===== src/design/stepper_move_sequencer_defines.svh =====
// Assertion macros shared by the stepper sequencer RTL.
`ifndef STEPPER_MOVE_SEQUENCER_DEFINES_SVH
`define STEPPER_MOVE_SEQUENCER_DEFINES_SVH

// Same-cycle implication, sampled on clk, off while in reset.
`define SMS_ASSERT_IMP(lbl, ante, cons) \
    lbl: assert property (@(posedge clk) disable iff (!rst_n) (ante) |-> (cons)) \
        else $error("stepper sequencer check failed");

// Next-cycle implication, sampled on clk, off while in reset.
`define SMS_ASSERT_NXT(lbl, ante, cons) \
    lbl: assert property (@(posedge clk) disable iff (!rst_n) (ante) |=> (cons)) \
        else $error("stepper sequencer check failed");

`endif


===== src/design/sms_pkg.sv =====
`default_nettype none

package sms_pkg;

    localparam int POS_W   = 32;
    localparam int ROT_W   = 16;
    localparam int DELAY_W = 24;
    localparam int COIL_W  = 4;
    localparam int CFG_W   = 24;

    localparam logic signed [POS_W-1:0] POS_MAX = 32'sh7FFF_FFFF;
    localparam logic signed [POS_W-1:0] POS_MIN = -32'sh7FFF_FFFF;

    localparam logic [DELAY_W-1:0] DELAY_RESET = 24'd10000;
    localparam logic [ROT_W-1:0]   SPR_RESET   = 16'd200;

    typedef enum logic [2:0] {
        CMD_TICK      = 3'd0,
        CMD_MOVE_REL  = 3'd1,
        CMD_MOVE_HOME = 3'd2,
        CMD_SET_HOME  = 3'd3,
        CMD_MOVE_ZERO = 3'd4,
        CMD_SET_ZERO  = 3'd5
    } cmd_t;

    typedef enum logic {
        REG_STEP_DELAY = 1'b0,
        REG_STEPS_PER_ROT = 1'b1
    } cfg_idx_t;

    // Full-step coil drive for phase 0..3.
    function automatic logic [COIL_W-1:0] coil_of(input logic [1:0] phase);
        logic [COIL_W-1:0] c;
        unique case (phase)
            2'd0: c = 4'hA;
            2'd1: c = 4'h6;
            2'd2: c = 4'h5;
            default: c = 4'h9;
        endcase
        return c;
    endfunction

endpackage

`default_nettype wire


===== src/design/stepper_move_sequencer.sv =====
// A command beat is captured in the input register and then applied to the
// state/result registers, which present its result; a waiting result stalls it.
// Throughput: one command per cycle while results are taken; a result left
// waiting holds the next beat in the input register and stalls the input.
// Reset (rst_n low, asynchronous): position, rotation, remaining steps, wait
// count and coils clear, direction forward, delay 10000 ticks, 200 steps/rev.
`default_nettype none

`include "stepper_move_sequencer_defines.svh"

module stepper_move_sequencer
    import sms_pkg::*;
(
    input  wire                      clk,
    input  wire                      rst_n,
    // command channel
    input  wire                      in_valid,
    output logic                     in_ready,
    input  wire  [2:0]               command,
    input  wire  signed [POS_W-1:0]  step_count,
    // result channel
    output logic                     out_valid,
    input  wire                      out_ready,
    output logic [COIL_W-1:0]        coil_pattern,
    output logic signed [POS_W-1:0]  position,
    output logic [ROT_W-1:0]         rotation_step,
    output logic                     busy_res,
    output logic                     stepped,
    output logic                     rejected,
    // configuration write channel
    input  wire                      cfg_valid,
    output logic                     cfg_ready,
    input  wire  [0:0]               cfg_index,
    input  wire  [CFG_W-1:0]         cfg_data
);

    // Input register: one command beat waiting to be applied.
    logic                     in_full_reg;
    logic [2:0]               cmd_reg;
    logic signed [POS_W-1:0]  count_reg;

    // Configuration.
    logic [DELAY_W-1:0] delay_reg;
    logic [ROT_W-1:0]   spr_reg;

    // Motor state. These double as the result register: they only change
    // when a command is applied, which needs the result slot to be free.
    logic signed [POS_W-1:0] pos_reg,     pos_next;
    logic [ROT_W-1:0]        rot_reg,     rot_next;
    logic [POS_W-1:0]        remain_reg,  remain_next;
    logic                    fwd_reg,     fwd_next;
    logic [DELAY_W-1:0]      wait_reg,    wait_next;
    logic [COIL_W-1:0]       coil_reg,    coil_next;
    logic                    stepped_reg, stepped_next;
    logic                    rejected_reg, rejected_next;
    logic                    out_valid_reg;

    logic advance;

    // Apply the held command when the result slot is empty or being drained.
    assign advance   = in_full_reg && (!out_valid_reg || out_ready);
    assign in_ready  = !in_full_reg || advance;
    assign cfg_ready = 1'b1;

    assign out_valid     = out_valid_reg;
    assign coil_pattern  = coil_reg;
    assign position      = pos_reg;
    assign rotation_step = rot_reg;
    assign busy_res      = (remain_reg != '0);
    assign stepped       = stepped_reg;
    assign rejected      = rejected_reg;

    // ------------------------------------------------------------------
    // Command evaluation
    // ------------------------------------------------------------------
    always_comb
    begin
        logic [ROT_W-1:0]  spr_eff;
        logic [ROT_W:0]    rot_inc;
        logic [ROT_W-1:0]  rot_step;
        logic [POS_W-1:0]  pos_mag;
        logic [POS_W-1:0]  cnt_mag;
        logic              busy;
        logic              is_move;

        spr_eff = (spr_reg == '0) ? ROT_W'(1) : spr_reg;
        busy    = (remain_reg != '0);
        is_move = (cmd_reg == CMD_MOVE_REL) || (cmd_reg == CMD_MOVE_HOME)
                  || (cmd_reg == CMD_MOVE_ZERO);

        // One step in the current direction; wrap the rotation at spr_eff.
        rot_inc = {1'b0, rot_reg} + (ROT_W+1)'(1);
        if (fwd_reg)
            rot_step = (rot_inc >= {1'b0, spr_eff}) ? '0 : rot_inc[ROT_W-1:0];
        else
            rot_step = (rot_reg == '0 || rot_reg >= spr_eff)
                       ? spr_eff - ROT_W'(1) : rot_reg - ROT_W'(1);

        pos_mag = pos_reg[POS_W-1] ? (POS_W'(0) - POS_W'(pos_reg)) : POS_W'(pos_reg);
        cnt_mag = count_reg[POS_W-1] ? (POS_W'(0) - POS_W'(count_reg))
                                     : POS_W'(count_reg);

        pos_next      = pos_reg;
        rot_next      = rot_reg;
        remain_next   = remain_reg;
        fwd_next      = fwd_reg;
        wait_next     = wait_reg;
        coil_next     = coil_reg;
        stepped_next  = 1'b0;
        rejected_next = 1'b0;

        if (is_move && busy)
        begin
            rejected_next = 1'b1;
        end
        else
        begin
            unique case (cmd_reg)
                CMD_TICK:
                begin
                    if (busy)
                    begin
                        if (wait_reg >= delay_reg)
                        begin
                            wait_next    = '0;
                            stepped_next = 1'b1;
                            remain_next  = remain_reg - POS_W'(1);
                            rot_next     = rot_step;
                            coil_next    = coil_of(rot_step[1:0]);
                            if (fwd_reg)
                            begin
                                if (pos_reg != POS_MAX)
                                    pos_next = pos_reg + POS_W'(1);
                            end
                            else
                            begin
                                if (pos_reg != POS_MIN)
                                    pos_next = pos_reg - POS_W'(1);
                            end
                        end
                        else
                        begin
                            wait_next = wait_reg + DELAY_W'(1);
                        end
                    end
                end
                CMD_MOVE_REL:
                begin
                    remain_next = cnt_mag;
                    fwd_next    = !count_reg[POS_W-1];
                    wait_next   = '0;
                end
                CMD_MOVE_HOME:
                begin
                    remain_next = pos_mag;
                    fwd_next    = pos_reg[POS_W-1];
                    wait_next   = '0;
                end
                CMD_SET_HOME:
                begin
                    pos_next = '0;
                end
                CMD_MOVE_ZERO:
                begin
                    // Rotation at or above a lowered spr: one forward step wraps to zero.
                    if (rot_reg != '0)
                    begin
                        remain_next = (rot_reg < spr_eff)
                                      ? POS_W'(spr_eff - rot_reg) : POS_W'(1);
                        fwd_next    = 1'b1;
                        wait_next   = '0;
                    end
                end
                CMD_SET_ZERO:
                begin
                    rot_next = '0;
                end
                default:
                begin
                    // unknown commands: drop, state unchanged
                end
            endcase
        end
    end

    // ------------------------------------------------------------------
    // Registers
    // ------------------------------------------------------------------
    always_ff @(posedge clk or negedge rst_n)
    begin
        if (!rst_n)
        begin
            in_full_reg   <= 1'b0;
            out_valid_reg <= 1'b0;
            delay_reg     <= DELAY_RESET;
            spr_reg       <= SPR_RESET;
            pos_reg       <= '0;
            rot_reg       <= '0;
            remain_reg    <= '0;
            fwd_reg       <= 1'b1;
            wait_reg      <= '0;
            coil_reg      <= '0;
            stepped_reg   <= 1'b0;
            rejected_reg  <= 1'b0;
        end
        else
        begin
            // hold the command beat until it is applied
            if (in_ready)
                in_full_reg <= in_valid;

            if (advance)
                out_valid_reg <= 1'b1;
            else if (out_ready)
                out_valid_reg <= 1'b0;

            if (cfg_valid && cfg_ready)
            begin
                unique case (cfg_idx_t'(cfg_index))
                    REG_STEP_DELAY:    delay_reg <= cfg_data[DELAY_W-1:0];
                    REG_STEPS_PER_ROT: spr_reg   <= cfg_data[ROT_W-1:0];
                    default:           delay_reg <= delay_reg;
                endcase
            end

            // advance the motor state and publish the result
            if (advance)
            begin
                pos_reg      <= pos_next;
                rot_reg      <= rot_next;
                remain_reg   <= remain_next;
                fwd_reg      <= fwd_next;
                wait_reg     <= wait_next;
                coil_reg     <= coil_next;
                stepped_reg  <= stepped_next;
                rejected_reg <= rejected_next;
            end
        end
    end

    always_ff @(posedge clk)
    begin
        if (in_valid && in_ready)
        begin
            cmd_reg   <= command;
            count_reg <= step_count;
        end
    end

    // ------------------------------------------------------------------
    // Checks
    // ------------------------------------------------------------------
    `SMS_ASSERT_IMP(a_step_drives_coils, out_valid_reg && stepped_reg, coil_reg != '0)
    `SMS_ASSERT_IMP(a_step_xor_reject, out_valid_reg, !(stepped_reg && rejected_reg))
    `SMS_ASSERT_IMP(a_pos_never_min, 1'b1, pos_reg != 32'sh8000_0000)
    `SMS_ASSERT_NXT(a_step_clears_wait, advance && stepped_next, wait_reg == '0)
    `SMS_ASSERT_NXT(a_reject_keeps_move, advance && rejected_next, $stable(remain_reg))

endmodule

`default_nettype wire

===== config.mk =====
export PLATFORM = sky130hd
export DESIGN_NAME = stepper_move_sequencer
export DESIGN_NICKNAME = d
export VERILOG_FILES = /design/src/design/sms_pkg.sv /design/src/design/stepper_move_sequencer.sv
export VERILOG_INCLUDE_DIRS = /design/src /design/src/design
export SDC_FILE = /design/constraint.sdc
export NUM_CORES = 1
export LEC_CHECK = 0
export BUFFER_PORTS_ARGS = -buffer_cell sky130_fd_sc_hd__buf_2
export CAP_MARGIN = 40
export CORE_MARGIN = 1.5
export CORE_UTILIZATION = 40
export CTS_CLUSTER_SIZE = 28
export DETAILED_ROUTE_END_ITERATION = 6
export PLACE_DENSITY = 0.54
export SLEW_MARGIN = 15
export SYNTH_ARGS = -nofsm -noshare
export SYNTH_HDL_FRONTEND = slang
export SYNTH_SLANG_ARGS = --single-unit

===== constraint.sdc =====
create_clock -name clk -period 5.75 [get_ports clk]
set_clock_uncertainty 0.05 [all_clocks]
set_input_delay 1.15 -clock clk [delete_from_list [all_inputs] [get_ports clk]]
set_output_delay 1.15 -clock clk [all_outputs]
set_load 0.05 [all_outputs]

# ---- Word level (Yosys, flattened, before mapping)
# Cells that the tools add are included.
dict set report op_classes {
  n_reduce_logical 32
  n_bitwise 2
  addsub 10
  n_eq_ne 14
  order_cmp 4
  mux 34
}
# op count
set ops {}
lappend ops {{32-bit 2-to-1 mux} 11}
lappend ops {{32-bit one-hot mux with 4 select lines} 1}
lappend ops {{16-bit 2-to-1 mux} 6}
lappend ops {{24-bit 2-to-1 mux} 3}
lappend ops {{24-bit one-hot mux with 3 select lines} 1}
lappend ops {{32-bit != test, second input constant} 2}
lappend ops {{32-bit one-hot mux with 2 select lines} 1}
lappend ops {{1-bit by 32-bit subtractor with 32-bit output, first input constant} 2}
lappend ops {{32-bit by 2-bit adder with 32-bit output, second input constant} 1}
lappend ops {{16-bit zero test} 2}
lappend ops {{16-bit one-hot mux with 2 select lines} 1}
lappend ops {{32-bit nonzero test} 1}
lappend ops {{16-bit by 1-bit subtractor with 16-bit output, second input constant} 2}
lappend ops {{32-bit by 1-bit subtractor with 32-bit output, second input constant} 1}
lappend ops {{32-bit by 2-bit subtractor with 32-bit output, second input constant} 1}
lappend ops {{24-bit by 1-bit adder with 24-bit output, second input constant} 1}
lappend ops {{24-bit >= comparator} 1}
lappend ops {{16-bit by 1-bit adder with 17-bit output, second input constant} 1}
lappend ops {{17-bit by 16-bit >= comparator with 1-bit output} 1}
lappend ops {{16-bit by 16-bit subtractor with 17-bit output} 1}
lappend ops {{16-bit >= comparator} 1}
lappend ops {{16-bit less-than comparator} 1}
lappend ops {{16-bit nonzero test} 1}
lappend ops {{5-bit AND reduction} 3}
lappend ops {{25 further kinds} 49}
dict set report word_totals {
  output_inout_bits 58
  inputBits 65
  ff_bits 188
  elab_cells 110
}

# ---- Logic depth before layout (Yosys ltp)
# Gate-level depths: netlist of run 1.
dict set report logic_depth {
  ltp_word 9
  mapped_depth 23
  ltp_nobuf 22
}

# ---- Worst setup path after synthesis of run 1
# Ideal clock, no wire load.
dict set report synth_path {
  kind {flip-flop to flip-flop}
  from {register spr_reg[9]}
  to {register rot_reg[10] (netlist: rotation_step[10])}
  stages_incl_launch_ff 24
  synth_period_minus_slack_ns 5.209
  arrival_time_ns 5.033
  setup_ns 0.126
  setup_slack_ns 0.541
  n_path_buf 2
  required_time_ns 5.574
  cell_sequence {dfrtp_1 > or4_1 > nor4_1 > a31o_2 > inv_1 > ha_1 > nor2b_1 > o21a_1 > o21ai_0 > a211o_1 > a21oi_1 > o21a_1 > buf_2 > clkbuf_1 > mux2i_1 > ha_1 > nand2_1 > nor2_1 > nand3_1 > nor3_1 > and3_1 > mux2i_1 > xor2_1 > a221o_1}
}
dict set report synth_between {
  elab_chain_cells 9
  elab_cells_between_ends 12
  cone_classes {add/sub (1); order compare (2); mux (7); reduce/logical (2)}
}
# item line_no
set synth_rtl {}
lappend synth_rtl {{from (decl)} stepper_move_sequencer.sv:44} ;# logic [ROT_W-1:0] spr_reg;
lappend synth_rtl {{from (signal assigned)} stepper_move_sequencer.sv:221} ;# REG_STEPS_PER_ROT: spr_reg <= cfg_data[ROT_W-1:0];
lappend synth_rtl {{16-bit zero test} stepper_move_sequencer.sv:86} ;# spr_eff = (spr_reg == '0) ? ROT_W'(1) : spr_reg;
lappend synth_rtl {{16-bit 2-to-1 mux (*)} stepper_move_sequencer.sv:86}
lappend synth_rtl {{16-bit >= comparator} stepper_move_sequencer.sv:96} ;# rot_step = (rot_reg == '0 || rot_reg >= spr_eff)
lappend synth_rtl {{1-bit logical OR} stepper_move_sequencer.sv:96}
lappend synth_rtl {{16-bit 2-to-1 mux} stepper_move_sequencer.sv:97} ;# ? spr_eff - ROT_W'(1) : rot_reg - ROT_W'(1);
lappend synth_rtl {{16-bit 2-to-1 mux (*)} stepper_move_sequencer.sv:93} ;# if (fwd_reg)
lappend synth_rtl {{16-bit 2-to-1 mux (*)} stepper_move_sequencer.sv:123} ;# if (wait_reg >= delay_reg)
lappend synth_rtl {{16-bit 2-to-1 mux (*)} stepper_move_sequencer.sv:121} ;# if (busy)
lappend synth_rtl {{16-bit one-hot mux with 2 select lines (*)} stepper_move_sequencer.sv:118} ;# unique case (cmd_reg)
lappend synth_rtl {{to (signal assigned)} stepper_move_sequencer.sv:230} ;# rot_reg <= rot_next;
lappend synth_rtl {{to (decl)} stepper_move_sequencer.sv:49} ;# logic [ROT_W-1:0] rot_reg, rot_next;
# Mark *: on every way between the ends. The rest lies on a longest branch, timed or not. The select of a mux whose other input is x is not followed.
# A chain may end at the register's enable or synchronous reset.

# ---- Worst setup path after layout of run 1
# Same ends and word-level chain as after synthesis.

==> results of run 1 <==
report_power, final:
group	total, mW	switching (mW)	internal [mW]
Combinational	1.52	0.934	0.582
Clock	1.21	0.558	0.655
Sequential	1.78	0.244	1.54
Total	4.51	1.73	2.77
through the flow:
stage                     cell area, um2  util [%]  cells
final                              16200      45.4   2230
after detailed placement           15500      43.6   2196
after CTS                          16100      45.3   2228
after floorplan                    14400         -   1673
after global placement             15500      43.5   2193
after global routing               16200      45.4   2230
area by class of cell:
type	count	share of cell area, %
multi-input cells	1305	54.9
inverters	93	2.16
well taps	461	3.57
clock buffers	19	2.74
repair buffers	151	5.46
clock inverters	13	0.867
flip-flops and latches	188	30.3
what timing repair did:
item                                   CTS  global route
hold buffers                             0             0
endpoints found under the hold margin    0             0
resized for setup                        0             2
setup endpoints to repair                0             2
per-layer routing:
metal  global-route usage (%)  routed length [um]  vias up
li1                         -                   -     6286
met1                     34.3               21200     6149
met2                     37.4               19300      350
met3                     3.06                1940       64
met4                     8.40                1300        0
met5                        0                   0        -
cells in the final DEF, fill, tap and decap left out, drive strengths merged, types with 22 or more instances in the layout:
cell	instances
a211oi	22
a21o	23
a21oi	103
buf	151
dfrtp	144
edfxtp	35
ha	99
inv	95
nand2	143
nand2b	23
nand3	55
nand4	27
nor2	133
nor3	55
nor4	25
o21ai	106
o31ai	34
or3	32
xnor2	92
xor2	49
cells by family (layout without fill, tap and decap cells):
family	Yosys count	count (layout)	synth area share, %
and+or+nand+nor	565	565	19.7
buffers and inverters	180	276	4.92
DFF	188	188	33.9
AOI/OAI and AO/OA	463	463	21.6
muxes	33	33	2.45
xor gates and xnor gates	141	141	8.55
other	1	1	0.0260
adders and majority gates	102	102	8.92
critical path, stage by stage (launching register included):
cell and delay [ns]:
dfrtp_1 0.44, or4_1 0.59, nor4_2 0.25, a31o_2 0.28, inv_1 0.08, ha_1 0.22
nor2b_1 0.13, o21a_1 0.14, o21ai_0 0.14, a211o_1 0.39, a21oi_1 0.28, o21a_1 0.24
mux2i_1 0.22, ha_1 0.28, nand2_1 0.10, nor2_1 0.16, nand3_1 0.19, nor3_2 0.24
and3_1 0.19, mux2i_1 0.07, xor2_1 0.18, a221o_1 0.35
final timing paths:
| path | depth (start not counted) | slack (ns) | end | start |
|---|---|---|---|---|
| worst max register to register | 21 | 0.44 | rotation_step[10] | spr_reg[9] |
| worst min register to register | 2 | 0.43 | coil_pattern[3] | coil_pattern[3] |
| min in group asynchronous | 1 | 0.51 | rotation_step[5] | rst_n |
| max in group asynchronous | 3 | 4.02 | fwd_reg | rst_n |
| worst max-delay path | 21 | 0.44 | rotation_step[10] | spr_reg[9] |
| worst min-delay path | 2 | 0.43 | coil_pattern[3] | coil_pattern[3] |
==> flow_summary.ini, run 1 <==
[cts]
clk_pin_slew_ns = 0.07
clockBufferDepth = 2
cts_setup_buffers = 0
clock-sinks = 188
cts_made_buffers = 17
htreeDepth = 4
cts_tree = built
clk_latency_ns = 0.45
root_buffer = clkbuf_16

[logic_synthesis]
ys_warn_count = 0
synthFlopType = dfrtp_1
synth-edff-count = 35
synthArstFlopShare_pct = 81.4
synth_area_um2 = 14400
synth_top_area_cell = dfrtp_1
synth_nets = 1839
synth.avg_cell_area_um2 = 8.63
synth_cell_types = 90
ys_ff_latch = 188
seq_area_frac_synth_pct = 33.9
synth_most_common_cell = dfrtp_1
synthTopCellsByArea = dfrtp_1, ha_1, edfxtp_1
syn_inst = 1673
ys_top_cells_by_count = dfrtp_1, nand2_1, nor2_1
netlist.area_leader.share_pct = 25.0

[floorplanning]
die_y_um = 193
fp-row-count = 69
io_pins = 123
die_area_um2 = 37300
die_x_um = 193
start_util_pct = 40.6
core_um2 = 35600

[placed_design]
dp_hpwl_um = 33100
place_congestion = 0.925
io_buffers = 121
pre_cts_ws_ns = 0.350

[pwr]
leakagePower_nw = 7.13
p_per_area_nw_per_um2 = 279
vdd_drop_max_uv = 235
total_power_mw = 4.51

[timing]
fin_crit_sh_pct = 92.3
hold_viol = 0
setup_viol = 0
worstMarginPinSlew_ns = 0.904
drv_slew = 0
setup_tns_ns = 0
slew_headroom_pct = 39.7
fin_ws_ns = 0.440
fin_crit_ns = 5.31
rsz0062_at_grt = false
holdWs_ns = 0.426
fmax_mhz = 188

[global_route]
grt.overflow.total = 0
grt_pass1_wl_um = 69200
antenna_found_initial = 0
grt_max_degree = 72
grt_use_total_pct = 24.0
grt_pass1_vias = 12300

[worst_setup_path]
cp_data_required_time_ns = 6.04
worst_setup_path_end_kind = register
startpoint_type = register
worstPathMaxFanout = 5
crit_type = register to register
critPathArrivalTime_ns = 5.60

[worst_hold_path]
hold_class = register to register

[outcome]
status = finished clean

[cells_and_area]
fillerInstances = 3522
seqCellArea_um2 = 4890
area_growth_syn_to_layout_pct = 11.9
drive_gt1_share_pct = 14.0
multi_input_comb_area_um2 = 8870
finalNetCount = 1922
diodes = 0

[job]
cap_violations = 0

[detailed_routing]
vias = 12800
wirelength_um = 43700
ant_nets = 0
drtPass1Iterations = 6
wl_per_cell_um = 19.6
drt_first_iter_violations = 911
drc = 0
via_per_inst = 5.76
Note: power is estimated with default switching activity, not from simulation.
==> inputs of run 2 (changes only) <==
ABC_AREA = 1   (was unset)
SKIP_LAST_GASP = 1   (was unset)
==> run 2 against run 1 <==
  * Final area is 3.0% higher
  * Non-clock buffer count shrank 18
  * Via count up 14%
  * Power grew 57%
  * Clock-buffer cell count shrank 2
  * Register-to-register slack improved by 1.1 ns
  * First-iteration DRC count increased by 25%
  * Combinational power up 150%
  * Largest cell class unchanged
  * Critical path depth increased by 1
  * Worst setup slack improved by 1.1 ns
  * Clock power is 3% higher
==> flow_summary.ini, run 2 <==
[logic_synthesis]
ys_top_cells_by_count = nand2_1, inv_1, nor2_1
synth.avg_cell_area_um2 = 7.13
synthTopCellsByArea = dfrtp_1, nand2_1, ha_1
synth_nets = 2272
synth-edff-count = 35
seq_area_frac_synth_pct = 32.6
ys_ff_latch = 188
synth_most_common_cell = nand2_1
synth_area_um2 = 15000
synthFlopType = dfrtp_1
synthArstFlopShare_pct = 81.4
synth_cell_types = 63
netlist.area_leader.share_pct = 24.0
synth_top_area_cell = dfrtp_1
syn_inst = 2106
ys_warn_count = 0

[floorplanning]
die_area_um2 = 38700
io_pins = 123
fp-row-count = 70
die_y_um = 197
start_util_pct = 40.8
core_um2 = 36800
die_x_um = 197

[pwr]
p_per_area_nw_per_um2 = 424
leakagePower_nw = 7.95
p_int_mw = 3.46
total_power_mw = 7.06
vdd_drop_max_uv = 307
p_seq_share_pct = 29.4
p_sw_mw = 3.60
comb_power_share_pct = 52.9
power.share.clock_pct = 17.7
power_switching_share_pct = 51.0

[timing]
fmax_mhz = 240
drv_slew = 0
slew_headroom_pct = 47.6
setup_viol = 0
hold_viol = 0
fin_crit_ns = 4.17
fin_crit_sh_pct = 72.5
setup_tns_ns = 0
rsz0062_at_grt = false
worstMarginPinSlew_ns = 0.783
holdWs_ns = 0.438

[cells_and_area]
final_cell_mix = nand2_1, inv_1, nor2_1
final_common_cell = nand2_1
diodes = 0
finalNetCount = 2356
drive_gt1_share_pct = 10.9
area_growth_syn_to_layout_pct = 10.8
fillerInstances = 3854
finalInstanceArea_um2 = 16600

[cts]
cts_tree = built
cts_resized = 0
root_buffer = clkbuf_16
cts_hold_buf = 0
clock-sinks = 188
cts_setup_buffers = 0
cts_made_buffers = 17
clockBufferDepth = 2
clk_latency_ns = 0.48
clk_pin_slew_ns = 0.08
htreeDepth = 4

[worst_setup_path]
max_stage_delay_ns = 0.53
critPathArrivalTime_ns = 4.47
crit_chain = ha_1 > nand2_2 > nor2_2 > nand2_2 > nor3_1 > nand3_1 > xor2_1 > inv_1 > ha_1 > nand2_1 > nor2_1 > a211oi_1 > nor2_1 > nor3_4 > nand3_2 > nor2_2 > nand2_1 > nand2_1 > inv_1 > ha_1 > nor2_1 > o31ai_1
startpoint_type = register
timing.reg2reg.setup_slack_ns = 1.58
critPathTopFamily = simple AND/OR/NAND/NOR gates
worst_setup_path_end_kind = register
crit_type = register to register
cp_data_required_time_ns = 6.05
critPathBufInv = 2
slowest_stage = dfrtp_1
worstPathMaxFanout = 9

[global_route]
grt_use_total_pct = 25.7
grt_pass1_vias = 14000
antenna_found_initial = 0
grt_max_degree = 67
grt_pass1_wl_um = 77200
grt.overflow.total = 0

[detailed_routing]
vias = 14600
drc = 0
wl_per_cell_um = 18.2
ant_nets = 0
via_per_inst = 5.46
wirelength_um = 48600
drt_first_iter_violations = 1139
drtPass1Iterations = 6

[outcome]
status = finished clean

[placed_design]
placed_cell_area_um2 = 16000
io_buffers = 121
dp_hpwl_um = 38700
place_congestion = 0.922

[job]
cap_violations = 0

[worst_hold_path]
hold_class = register to register
run 2: metrics by stage:
step,utilization [%],instances,setup slack [ns]
6_report,45.2,2671,1.58
5_1_grt,45.2,2671,1.20
4_1_cts,45.1,2669,1.63
3_5_place_dp,43.5,2637,1.66
3_3_place_gp,43.4,2636,1.70
2_1_floorplan,-,2106,1.86
run 2: cells by family after synthesis:
kind of cell | share of synthesized area (%)
adder cells (fa/ha/maj) | 8.52
AND/OR/NAND/NOR | 27.7
AO/OA/AOI/OAI | 17.6
flip-flops | 32.6
XOR/XNOR | 4.49
buffers and inverters | 9.09
other | 0.0250
run 2: path summary, 6_finish.rpt:
kind / start / end / cells past startpoint
setup reg to reg: rotation_step[0] / coil_pattern[1] / 22
setup / recovery: rotation_step[0] / coil_pattern[1] / 22
hold / removal: coil_pattern[2] / coil_pattern[2] / 2
min in group asynchronous: rst_n / rotation_step[14] / 1
max in group asynchronous: rst_n / remain_reg[27] / 2
hold reg to reg: coil_pattern[2] / coil_pattern[2] / 2
run 2: power groups by stage:
stage	Sequential (mW)	Combinational, mW	Clock, mW
final	2.08	3.73	1.25
after global routing	2.12	4.17	1.33
after CTS	2.07	3.73	1.28
after detailed placement	2.10	3.71	0
after global placement	2.09	3.69	0
after floorplan	2.30	2.46	0
run 2: per-layer routing:
metal	up-vias	wire length [um]	global-route usage, %
met5	-	0	0
met1	6840	22300	34.1
met3	45	2200	3.56
met2	396	23300	44.0
met4	0	803	6.11
li1	7310	-	-
run 2: layout make-up:
class                           instances  area, um2  area share (%)
Multi-Input combinational cell       1569       8760            52.6
Sequential cell                       188       4890            29.4
Inverter                              281       1050            6.34
Timing Repair Buffer                  133        742            4.46
Tap cell                              468        586            3.52
Clock buffer                           17        425            2.56
Clock inverter                         15        185            1.11
run 2: worst reg2reg max path, stage by stage (launching register included):
cell and delay, ns:
dfrtp_1 0.53, ha_1 0.24, nand2_2 0.08, nor2_2 0.15
nand2_2 0.10, nor3_1 0.26, nand3_1 0.18, xor2_1 0.18
inv_1 0.10, ha_1 0.32, nand2_1 0.09, nor2_1 0.05
a211oi_1 0.20, nor2_1 0.11, nor3_4 0.28, nand3_2 0.22
nor2_2 0.24, nand2_1 0.08, nand2_1 0.12, inv_1 0.09
ha_1 0.20, nor2_1 0.11, o31ai_1 0.08
